### config.mk
export PLATFORM = sky130hd
export DESIGN_NAME = tsw_ram
export DESIGN_NICKNAME = d
export VERILOG_FILES = /design/src/hw/rtl/tsw_ram.sv
export SDC_FILE = /design/constraint.sdc
export NUM_CORES = 1
export LEC_CHECK = 0
export ABC_CLOCK_PERIOD_IN_PS = 2100
export BUFFER_PORTS_ARGS = -buffer_cell sky130_fd_sc_hd__buf_2
export CORE_MARGIN = 2
export CORE_UTILIZATION = 25
export CTS_CLUSTER_DIAMETER = 120
export DETAILED_ROUTE_END_ITERATION = 8
export GPL_ROUTABILITY_DRIVEN = 1
export SLEW_MARGIN = 0
export SYNTH_ARGS = -nofsm -noshare
export SYNTH_HDL_FRONTEND = slang
export SYNTH_SLANG_ARGS = --single-unit
export TNS_END_PERCENT = 30
### constraint.sdc
create_clock -name clk -period 2.1 [get_ports clk]
set_clock_uncertainty 0.2 [all_clocks]
set_input_delay 0.525 -clock clk [delete_from_list [all_inputs] [get_ports clk]]
set_output_delay 0.525 -clock clk [all_outputs]
set_load 0.005 [all_outputs]
### src/hw/rtl/tsw_ram.sv
// simple dual-port memory, registered read
// no dependencies
module tsw_ram #(
    parameter int WIDTH = 8,
    parameter int DEPTH = 16
) (
    input  logic                     clk,
    input  logic                     we,
    input  logic [$clog2(DEPTH)-1:0] waddr,
    input  logic [WIDTH-1:0]         wdata,
    input  logic                     re,
    input  logic [$clog2(DEPTH)-1:0] raddr,
    output logic [WIDTH-1:0]         rdata
);
    logic [WIDTH-1:0] mem [DEPTH];

    always_ff @(posedge clk)
    begin
        if (we)
        begin
            mem[waddr] <= wdata;
        end
        if (re)
        begin
            rdata <= mem[raddr];
        end
    end
endmodule

==> key figures <==
Run status
  – Status: finished clean

Critical path
  – Setup Crit Path Kind: input port to register
  – Startpoint types: input port
  – CP max FO: 16
  – Crit path DAT: 1.81 ns
  – Worst Setup End Kind: register
  – Worst Path Required: 2.03 ns

Synth
  – Netlist cell types: 18
  – Cells after synthesis: 229
  – Post-synth top area cell: edfxtp_1
  – Netlist Area Pre-Place: 5230 sq um
  – FF+latch count, synth: 136
  – Area contributors post-synth: edfxtp_1 (78%), mux4_2 (7.8%), mux4_1 (7.0%)
  – Syn_area_per_cell: 22.8 sq um
  – Warnings, synthesis: 0
  – Post-synthesis sequential area ratio: 0.781
  – Yosys top cell area share: 0.781
  – Post-Syn Nets: 248

STA
  – Final Setup Violations: 0
  – Fmax: 0.532 GHz
  – Worst slew margin: 0.521
  – RSZ-0062 raised after global routing: no
  – Hold_ws: 0.270 ns
  – Tmin final: 1.88 ns
  – Setup_tns: 0 ns
  – Tcrit/Tclk final: 0.895
  – Final hold vios: 0
  – Least-Margin Pin Slew: 0.717 ns
  – Final Max Tran Viols: 0

Detailed routing
  – Routed vias: 2,483
  – 1st-iter DRT viols: 191
  – DRC: 0
  – Initial DRT Pass Iterations: 4
  – Drt wl/cell: 18.1 um
  – Vias/cell: 4.35
  – Routed wire length: 10.3 mm
  – DRT antenna net count: 0

Place
  – Routability cong.: 0.728
  – I/O Buffers: 26
  – Post-DP HPWL: 6.84 mm

Cells and area
  – Area growth syn-to-layout: 22.9%
  – Final Util: 0.315
  – Commonest non-fill, non-tap cell in the layout: edfxtp_1
  – # diodes: 0
  – Most frequent cells in the layout: edfxtp_1 (136), buf_2 (26), buf_4 (19)
  – Layout Nets: 307
  – Layout cell share with drive strength beyond 1: 0.319

Die
  – Std cell rows: 52
  – Die area: 22,100 sq um
  – Height of the chip: 149 um
  – I/O Pins: 27
  – Die W: 149 um
  – Core area: 20,400 sq um
  – Initial Util: 0.257

Global routing
  – GRT Total Usage: 0.102
  – First-pass GRT wire length: 16.0 mm
  – Largest net degree at the start of global routing: 19
  – Vias in the first global route: 2,620
  – Initial antenna violation count: 1
  – GRT overflow: 0

Clocking
  – Number of CTS-inserted buffers: 17
  – Post-CTS setup buffer count: 0
  – H-tree depth: 4
  – CTS Sinks: 136
  – Worst skew pair latency: 0.42 ns
  – Post-CTS Resized: 0
  – CTS tree: yes
  – CTS root buf: clkbuf_16
  – Reg clk slew, reported paths: 0.05 ns
  – Hold buffers post-CTS: 0
  – Clock tree buffer depth: 2

Power and ir drop
  – PD cells: 971 nW/um^2
  – VDD IR max: 683 uV
  – Flop pwr share: 0.493
  – Clock Power Share: 0.460
  – Power Total: 6.24 mW
  – P_leak: 2.14 nW
  – Internal: 5.03 mW
  – NetSw: 1.21 mW
  – Combinational share of power: 0.047
  – Sw frac: 0.195

Job
  – Maxcap violations: 0

Worst hold path
  – Tightest Hold Check Type: input port to register
[sequential cells by signal (all words and copies together) (netlist names)]
register,flops
mem,128
rdata,8
[through the flow]
| stage | area (sq um) | instances | setup WS, ns |
|---|---|---|---|
| after floorplan | 5230 | 229 | 0.0926 |
| after global placement | 5860 | 539 | -0.209 |
| after detailed placement | 5860 | 539 | -0.204 |
| after CTS | 6420 | 571 | 0.245 |
| after global routing | 6420 | 571 | 0.152 |
| final | 6420 | 571 | 0.220 |
[cell usage after synthesis (all sizes together)]
master           n
nor2            13
nor3             4
nand2            9
and2b            1
nand3b           2
nor2b            1
mux4            32
and2             1
a22oi           16
or3b             1
nand3            1
edfxtp         136
clkdlybuf4s25    3
buf              7
nand2b           2
[layout make-up]
cell class                 instances  area (sq um)
sequential                       136          4080
fill                            1925         13900
multi-input combinational         83          1060
clock buffer                      19           433
tap                              270           338
timing repair buffer              50           373
clock inverter                    13           135
[power by group through the flow]
| stage | clock network [mW] | logic [mW] | registers (mW) |
|---|---|---|---|
| after CTS | 2.92 | 0.301 | 3.08 |
| after global routing | 3.04 | 0.324 | 3.08 |
| after detailed placement | 0 | 0.301 | 3.13 |
| final | 2.87 | 0.293 | 3.08 |
| after global placement | 0 | 0.292 | 3.13 |
| after floorplan | 0 | 0.155 | 3.13 |
[final timing paths]
path	from	slack, ns	endpoint	cells past startpoint
setup reg to reg	mem[9][7]$_DFFE_PP_	0.31	rdata[7]$_DFFE_PP_	3
setup / recovery	raddr[0]	0.22	rdata[7]$_DFFE_PP_	5
hold / removal	re	0.27	rdata[4]$_DFFE_PP_	1
hold reg to reg	mem[13][1]$_DFFE_PP_	0.55	rdata[1]$_DFFE_PP_	3
[per-layer routing]
metal | vias to the layer above | track usage | routed length, um
met4 | 2 | 0.0471 | 177
met3 | 17 | 0.0365 | 709
li1 | 1104 | - | -
met1 | 1292 | 0.138 | 4730
met2 | 68 | 0.146 | 4670
met5 | - | 0 | 12
[kinds of logic (layout without fill, tap and decap cells)]
logic type	after synthesis	count (layout)	synth area share
flops	136	136	0.781
simple gates	35	35	0.0314
buf+inv	10	82	0.0165
compound gates	16	16	0.0230
mux	32	32	0.148
[critical path, stage by stage]
cell and delay, ns:
buf_2 0.18, buf_12 0.20, mux4_2 0.50, a22oi_1 0.23, nand2_1 0.17
Power figures use the tool's default switching activity.
