`src/hw/rtl/tsw_pkg.sv`:
```
// types and constants of the tcp sender window engine
// no dependencies; used by all rtl modules of the block but tsw_ram
package tsw_pkg;

    localparam int RESULT_CAP = 48;
    localparam int RES_AW     = 6;
    localparam int CFG_IDX_W  = 1;

    localparam logic [CFG_IDX_W-1:0] REG_INITIAL_RTO   = 1'd0;
    localparam logic [CFG_IDX_W-1:0] REG_INITIAL_SEQNO = 1'd1;

    typedef enum logic [1:0] {
        FN_FILL  = 2'd0,
        FN_ACK   = 2'd1,
        FN_TICK  = 2'd2,
        FN_EMPTY = 2'd3
    } func_t;

    typedef struct packed {
        func_t       func;
        logic [31:0] ack_number;
        logic [15:0] peer_window;
        logic [15:0] elapsed_ms;
        logic [15:0] bytes_available;
        logic        stream_eof;
    } in_item_t;

    typedef struct packed {
        logic        has_segment;
        logic [31:0] seg_seqno;
        logic [10:0] seg_length;
        logic        seg_syn;
        logic        seg_fin;
        logic        is_retransmit;
        logic [16:0] in_flight;
        logic [7:0]  retx_count;
        logic        last;
    } out_item_t;

    // outstanding segment descriptor
    typedef struct packed {
        logic [63:0] start;
        logic [15:0] len;
        logic        syn;
        logic        fin;
    } seg_t;

    // one buffered result, before flight and count are known
    typedef struct packed {
        logic        has_segment;
        logic [31:0] seqno;
        logic [10:0] len;
        logic        syn;
        logic        fin;
        logic        retx;
    } rec_t;

    typedef struct packed {
        logic [63:0] a;
        logic [63:0] b;
        logic        sub;
    } alu_op_t;

    // flag: carry out for add, borrow (a < b) for subtract
    typedef struct packed {
        logic [63:0] value;
        logic        flag;
    } alu_res_t;

endpackage

```
`src/hw/rtl/tsw_alu.sv`:
```
// shared 64-bit add/subtract unit of the sequencer
// depends on tsw_pkg
module tsw_alu (
    input  tsw_pkg::alu_op_t  op,
    output tsw_pkg::alu_res_t res
);
    logic [64:0] sum;

    always_comb
    begin
        sum = {1'b0, op.a} + {1'b0, (op.sub ? ~op.b : op.b)} + {64'd0, op.sub};
        res.value = sum[63:0];
        res.flag  = op.sub ? ~sum[64] : sum[64];
    end
endmodule

```
`config.mk`:
```
export PLATFORM = sky130hd
export DESIGN_NAME = tsw_alu
export DESIGN_NICKNAME = d
export VERILOG_FILES = /design/src/hw/rtl/tsw_pkg.sv /design/src/hw/rtl/tsw_alu.sv
export SDC_FILE = /design/constraint.sdc
export NUM_CORES = 1
export LEC_CHECK = 0
export BUFFER_PORTS_ARGS = -buffer_cell sky130_fd_sc_hd__buf_2
export CORE_MARGIN = 10
export CORE_UTILIZATION = 55
export DETAILED_ROUTE_END_ITERATION = 10
export PLACE_DENSITY = 0.94
export SLEW_MARGIN = 0
export SYNTH_ARGS = -nofsm -noshare
export SYNTH_HDL_FRONTEND = slang
export SYNTH_SLANG_ARGS = --single-unit
export TNS_END_PERCENT = 20
```
`constraint.sdc`:
```
create_clock -name vclk -period 10.43
set_clock_uncertainty 0.05 [all_clocks]
set_input_delay 2.086 -clock vclk [all_inputs]
set_output_delay 2.086 -clock vclk [all_outputs]
set_load 0.005 [all_outputs]
```
==> impl_metrics.ini, run 1 <==
[timing]
slew_viol_final = 0
fmax_mhz = 123.6
setup_tns_ps = 0
period_minus_slack_ps = 8092
tightest_slew_ps = 598.3
hold_viol = 0
setup_viol = 0
slew_headroom = 0.6003
fin_crit_sh = 0.7758
grt_setup_unrepaired = false

[finish]
layout_common_cells = 193 x buf_2, 89 x xor2_1, 63 x ha_1, 62 x a21oi_1, 51 x nand2_1
post_route_cells_drive_above_1_share = 0.2813
mostFrequentLayoutCell = buf_2
syn2layout_area_growth_pct = 22.62
antenna_cells = 0
fin_cells = 877
ff_latch_area_um2 = 0
clock_buffers = 0
fin_area_um2 = 5351
nets = 970
fin_util = 0.6925
seq_cells = 0

[logic_synthesis]
synth_top_family_by_area = compound AO/OA/AOI/OAI gates
synth.distinct_cells = 68
ys_seq_area_frac = 0
synth-simple-area-share = 0.1872
synth_top_area_cell = ha_1
synthAdderAreaFrac = 0.1852
ys_warn_count = 0
synthMuxAreaShare = 0.002294
yosys.area.top_type_share = 0.1806
synth-compound-area-share = 0.3406
netlist_area_um2 = 4364
synthTopCellsByArea = ha_1 18%, xor2_1 18%, a21oi_1 7.1%
synth-xor-area-share = 0.2448
syn-num-nets = 801
syn_area_per_cell_um2 = 7.178
synth_cells = 608

[worst_setup_path]
path_class = in -> out
slowest_stage = buf_4
crit_arrival_ps = 5960
cp_top_family = compound AO/OA/AOI/OAI gates
cp-start-kind = primary input
cp.buffers_inverters = 3
crit_chain = buf_4 -> buf_4 -> xor2_1 -> ha_1 -> a211oi_1 -> o211ai_1 -> a21boi_1 -> nor2_1 -> a31oi_1 -> o2111a_1 -> o22ai_2 -> nor2b_1 -> nor2_1 -> a211oi_1 -> buf_2
max_stage_delay_ps = 530
critPathRequiredTime_ps = 8290
worstPathMaxFanout = 35
end_kind = primary output

[cts]
cts_setup_buffers = 0
post_cts_resized = 0
hold_buffers = 0

[route]
first_iter_violations = 294
vias = 5220
drc = 0
dr.pass1.iters = 5
viasPerCell = 5.952
drtAntennaViolNets = 0
drt-total-wl_mm = 15.37
routedWlPerCell_um = 17.52

[die]
core_area_um2 = 7727
die_area_um2 = 11900
rows = 32
initial_core_util = 0.5648
ioPinCount = 194
die_x_um = 109.1
die_h_um = 109.1

[pwr]
clkPwrFrac = 0
power.total_uw = 532.3
p_switching_uw = 295.9
combPwrFrac = 1.000
power.density_nw_per_um2 = 99.46
pwr-share-seq = 0
p_leak_nw = 2.742
ir_drop_uv = 51.37
p_int_uw = 236.3
switching_share = 0.5560

[worst_hold_path]
hold_class = in -> out

[placed_design]
dp_hpwl_mm = 13.13
dpl_cell_area_um2 = 5351
port_buffers = 194
gp_congestion = 1.017
place_inst = 877

[grt]
antenna_found_initial = 0
overflow = 0
grt_pass1_wl_mm = 23.76
grt_usage = 0.2324
grt_max_degree = 36
grt_pass1_vias = 5144

[status]
status = finished, final reports clean

[job]
cap_viol_max_count = 0
## power by group through the flow
stage	Sequential, mW	Combinational (mW)	Clock [mW]
detailed placement	0	0.524	0
CTS	0	0.528	0
global route	0	0.582	0
finish	0	0.532	0
global placement	0	0.515	0
floorplan	0	0.343	0
## layout make-up
cell class                 count  area [µm²]
multi-input combinational    566        4190
fill                         636        2376
timing repair buffer         195       980.9
tap                          102       127.6
inverter                      14       52.55
## Yosys cell counts, drive strengths merged (12+ instances only)
| master | count |
|---|---|
| xor2 | 89 |
| a21oi | 63 |
| ha | 63 |
| nand2 | 51 |
| o21ai | 44 |
| a21o | 35 |
| nor2 | 34 |
| xnor2 | 33 |
| buf | 16 |
| inv | 14 |
| nand3 | 13 |
| nand4 | 13 |
| a31oi | 12 |
| clkbuf | 12 |
| o21bai | 12 |
## per-stage QoR
step / worst slack [ps] / hold slack, ps
floorplan: 3162 / 4173
detailed placement: 2377 / 4419
CTS: 2350 / 4420
global placement: 2472 / 4416
global route: 2001 / 4424
finish: 2338 / 4412
## routing by layer
layer / global-route usage / wire [µm] / vias up
li1: - / - / 2566
met2: 0.4336 / 7540 / 264
met5: 0 / 0 / -
met1: 0.2670 / 6208 / 2367
met3: 0.05251 / 1396 / 23
met4: 0.03296 / 220 / 0
## kinds of logic (layout without fill, tap and decap cells)
family,count (synthesis),count (layout)
AOI/OAI and AO/OA,216,216
muxes,1,1
xor gates and xnor gates,122,122
buffers and inverters,42,209
and+or+nand+nor,163,163
adders and majority gates,64,64
## worst paths after layout
| path | startpoint | end | slack, ps | cells after the start |
|---|---|---|---|---|
| max | op[0] | res[58] | 2340 | 15 |
| min | op[65] | res[1] | 4410 | 3 |
No activity file was read; power rests on OpenSTA's default activity.
==> inputs of run 2 (changes only) <==
Settings changed: CORE_UTILIZATION 55 to 51, PLACE_DENSITY 0.94 to 0.88.
Clock period 10.43 ns to 8.4 ns, I/O delays scaled along.
==> run 2 against run 1 <==
Highest routed layer unchanged. Routed wire length fell by 2.5%. Final area barely moved. Cell count grew 0.34%. Worst hold slack got worse by 830 ps. Critical endpoint is now res[57]. Worst setup slack got worse by 770 ps. Count of clock-buffer cells in the layout stayed put. Critical path type unchanged.
==> impl_metrics.ini, run 2 (synthesized netlist as in run 1, its figures left out) <==
[status]
status = finished, final reports clean

[placed_design]
gp_congestion = 0.9330
dp_hpwl_mm = 12.95
port_buffers = 194

[timing]
grt_setup_unrepaired = false
slew_headroom = 0.5556
period_minus_slack_ps = 6836
fin_crit_sh = 0.8138
hold_viol = 0
setup_tns_ps = 0
setup_viol = 0
slew_viol_final = 0
fmax_mhz = 146.3
tightest_slew_ps = 666.6

[route]
drtAntennaViolNets = 0
dr.pass1.iters = 5
vias = 5217
viasPerCell = 5.928
drt-total-wl_mm = 14.99
first_iter_violations = 268
routedWlPerCell_um = 17.03
drc = 0

[die]
ioPinCount = 194
core_area_um2 = 8258
die_h_um = 112.5
die_area_um2 = 12660
initial_core_util = 0.5285
rows = 33
die_x_um = 112.5

[worst_setup_path]
worstPathMaxFanout = 43
path_class = in -> out
cp_top_family = compound AO/OA/AOI/OAI gates
max_stage_delay_ps = 520
cp_common_cell = xor2_1
critPathRequiredTime_ps = 6670
crit_arrival_ps = 5110
crit_chain = buf_4 -> xor2_1 -> inv_1 -> fa_1 -> nor2b_4 -> o31a_1 -> o2111a_2 -> o21ai_2 -> a211oi_4 -> nor2_2 -> o41ai_4 -> a21oi_2 -> o21ai_1 -> xor2_1 -> buf_2
slowest_stage = buf_4
end_kind = primary output
cp.buffers_inverters = 3
cp-start-kind = primary input

[pwr]
pwr-share-seq = 0
clkPwrFrac = 0
switching_share = 0.5538
power.density_nw_per_um2 = 122.9
combPwrFrac = 1.000
p_switching_uw = 364.4
p_int_uw = 293.7
p_leak_nw = 2.742
power.total_uw = 658.1
ir_drop_uv = 65.77

[cts]
cts_setup_buffers = 0
post_cts_resized = 0
hold_buffers = 0

[finish]
mostFrequentLayoutCell = buf_2
antenna_cells = 0
layout_common_cells = 193 x buf_2, 89 x xor2_1, 63 x ha_1, 62 x a21oi_1, 51 x nand2_1
clock_buffers = 0
ff_latch_area_um2 = 0
syn2layout_area_growth_pct = 22.71
nets = 970
post_route_cells_drive_above_1_share = 0.2813
seq_cells = 0

[job]
cap_viol_max_count = 0

[worst_hold_path]
min_to = res[1]
hold_class = in -> out
hp-start = op[65]
holdPathStages = 3

[grt]
grt.met1_usage = 0.2575
use_met3 = 0.04846
overflow = 0
grt.busiest_layer = met2
antenna_found_initial = 0
grt_usage = 0.2188
grt_pass1_wl_mm = 24.96
grtUsageMet2 = 0.3994
grt_max_degree = 44
grt_pass1_vias = 5415
-- run 2: cell counts in the layout (fill, tap and decap cells not counted) --
No cell type changed its count.
-- run 2: per-layer routing --
layer,vias to the layer above,wire (µm)
met5,-,0
met3,24,1349
met1,2371,6075
met4,0,234
li1,2564,-
met2,258,7328
-- run 2: worst min-delay path, stage by stage --
cell	delay (ps)
buf_2	90
xor2_1	60
buf_2	120
-- run 2: worst max-delay path by stage --
stage / start / end / slack (ps) / cells after the start
after floorplan: op[0] / res[0] / 1940 / 14
after global placement: op[0] / res[60] / 1630 / 13
after detailed placement: op[0] / res[60] / 1550 / 13
after CTS: op[0] / res[60] / 1530 / 14
after global routing: op[0] / res[60] / 1180 / 14
final: op[0] / res[57] / 1560 / 15
-- run 2: metrics by stage --
stage	cells	utilization	worst slack, ps	hold WS [ps]	instance area (µm²)
4_1_cts	880	0.6485	1534	3590	5355
2_1_floorplan	608	-	1944	3361	4364
3_3_place_gp	880	0.6485	1627	3581	5355
5_1_grt	880	0.6485	1176	3609	5355
6_report	880	0.6485	1564	3585	5355
3_5_place_dp	880	0.6485	1550	3589	5355
-- run 2: power groups by stage --
stage               logic (mW)  clock network (mW)  registers (mW)
floorplan                0.426                   0               0
global placement         0.639                   0               0
detailed placement       0.652                   0               0
CTS                      0.657                   0               0
global route             0.727                   0               0
finish                   0.658                   0               0
-- run 2: area by class of cell --
cell class | instances | area (µm²)
well taps | 105 | 131.4
repair buffers | 195 | 980.9
inverters | 14 | 52.55
fillers | 732 | 2903
multi-input cells | 566 | 4190
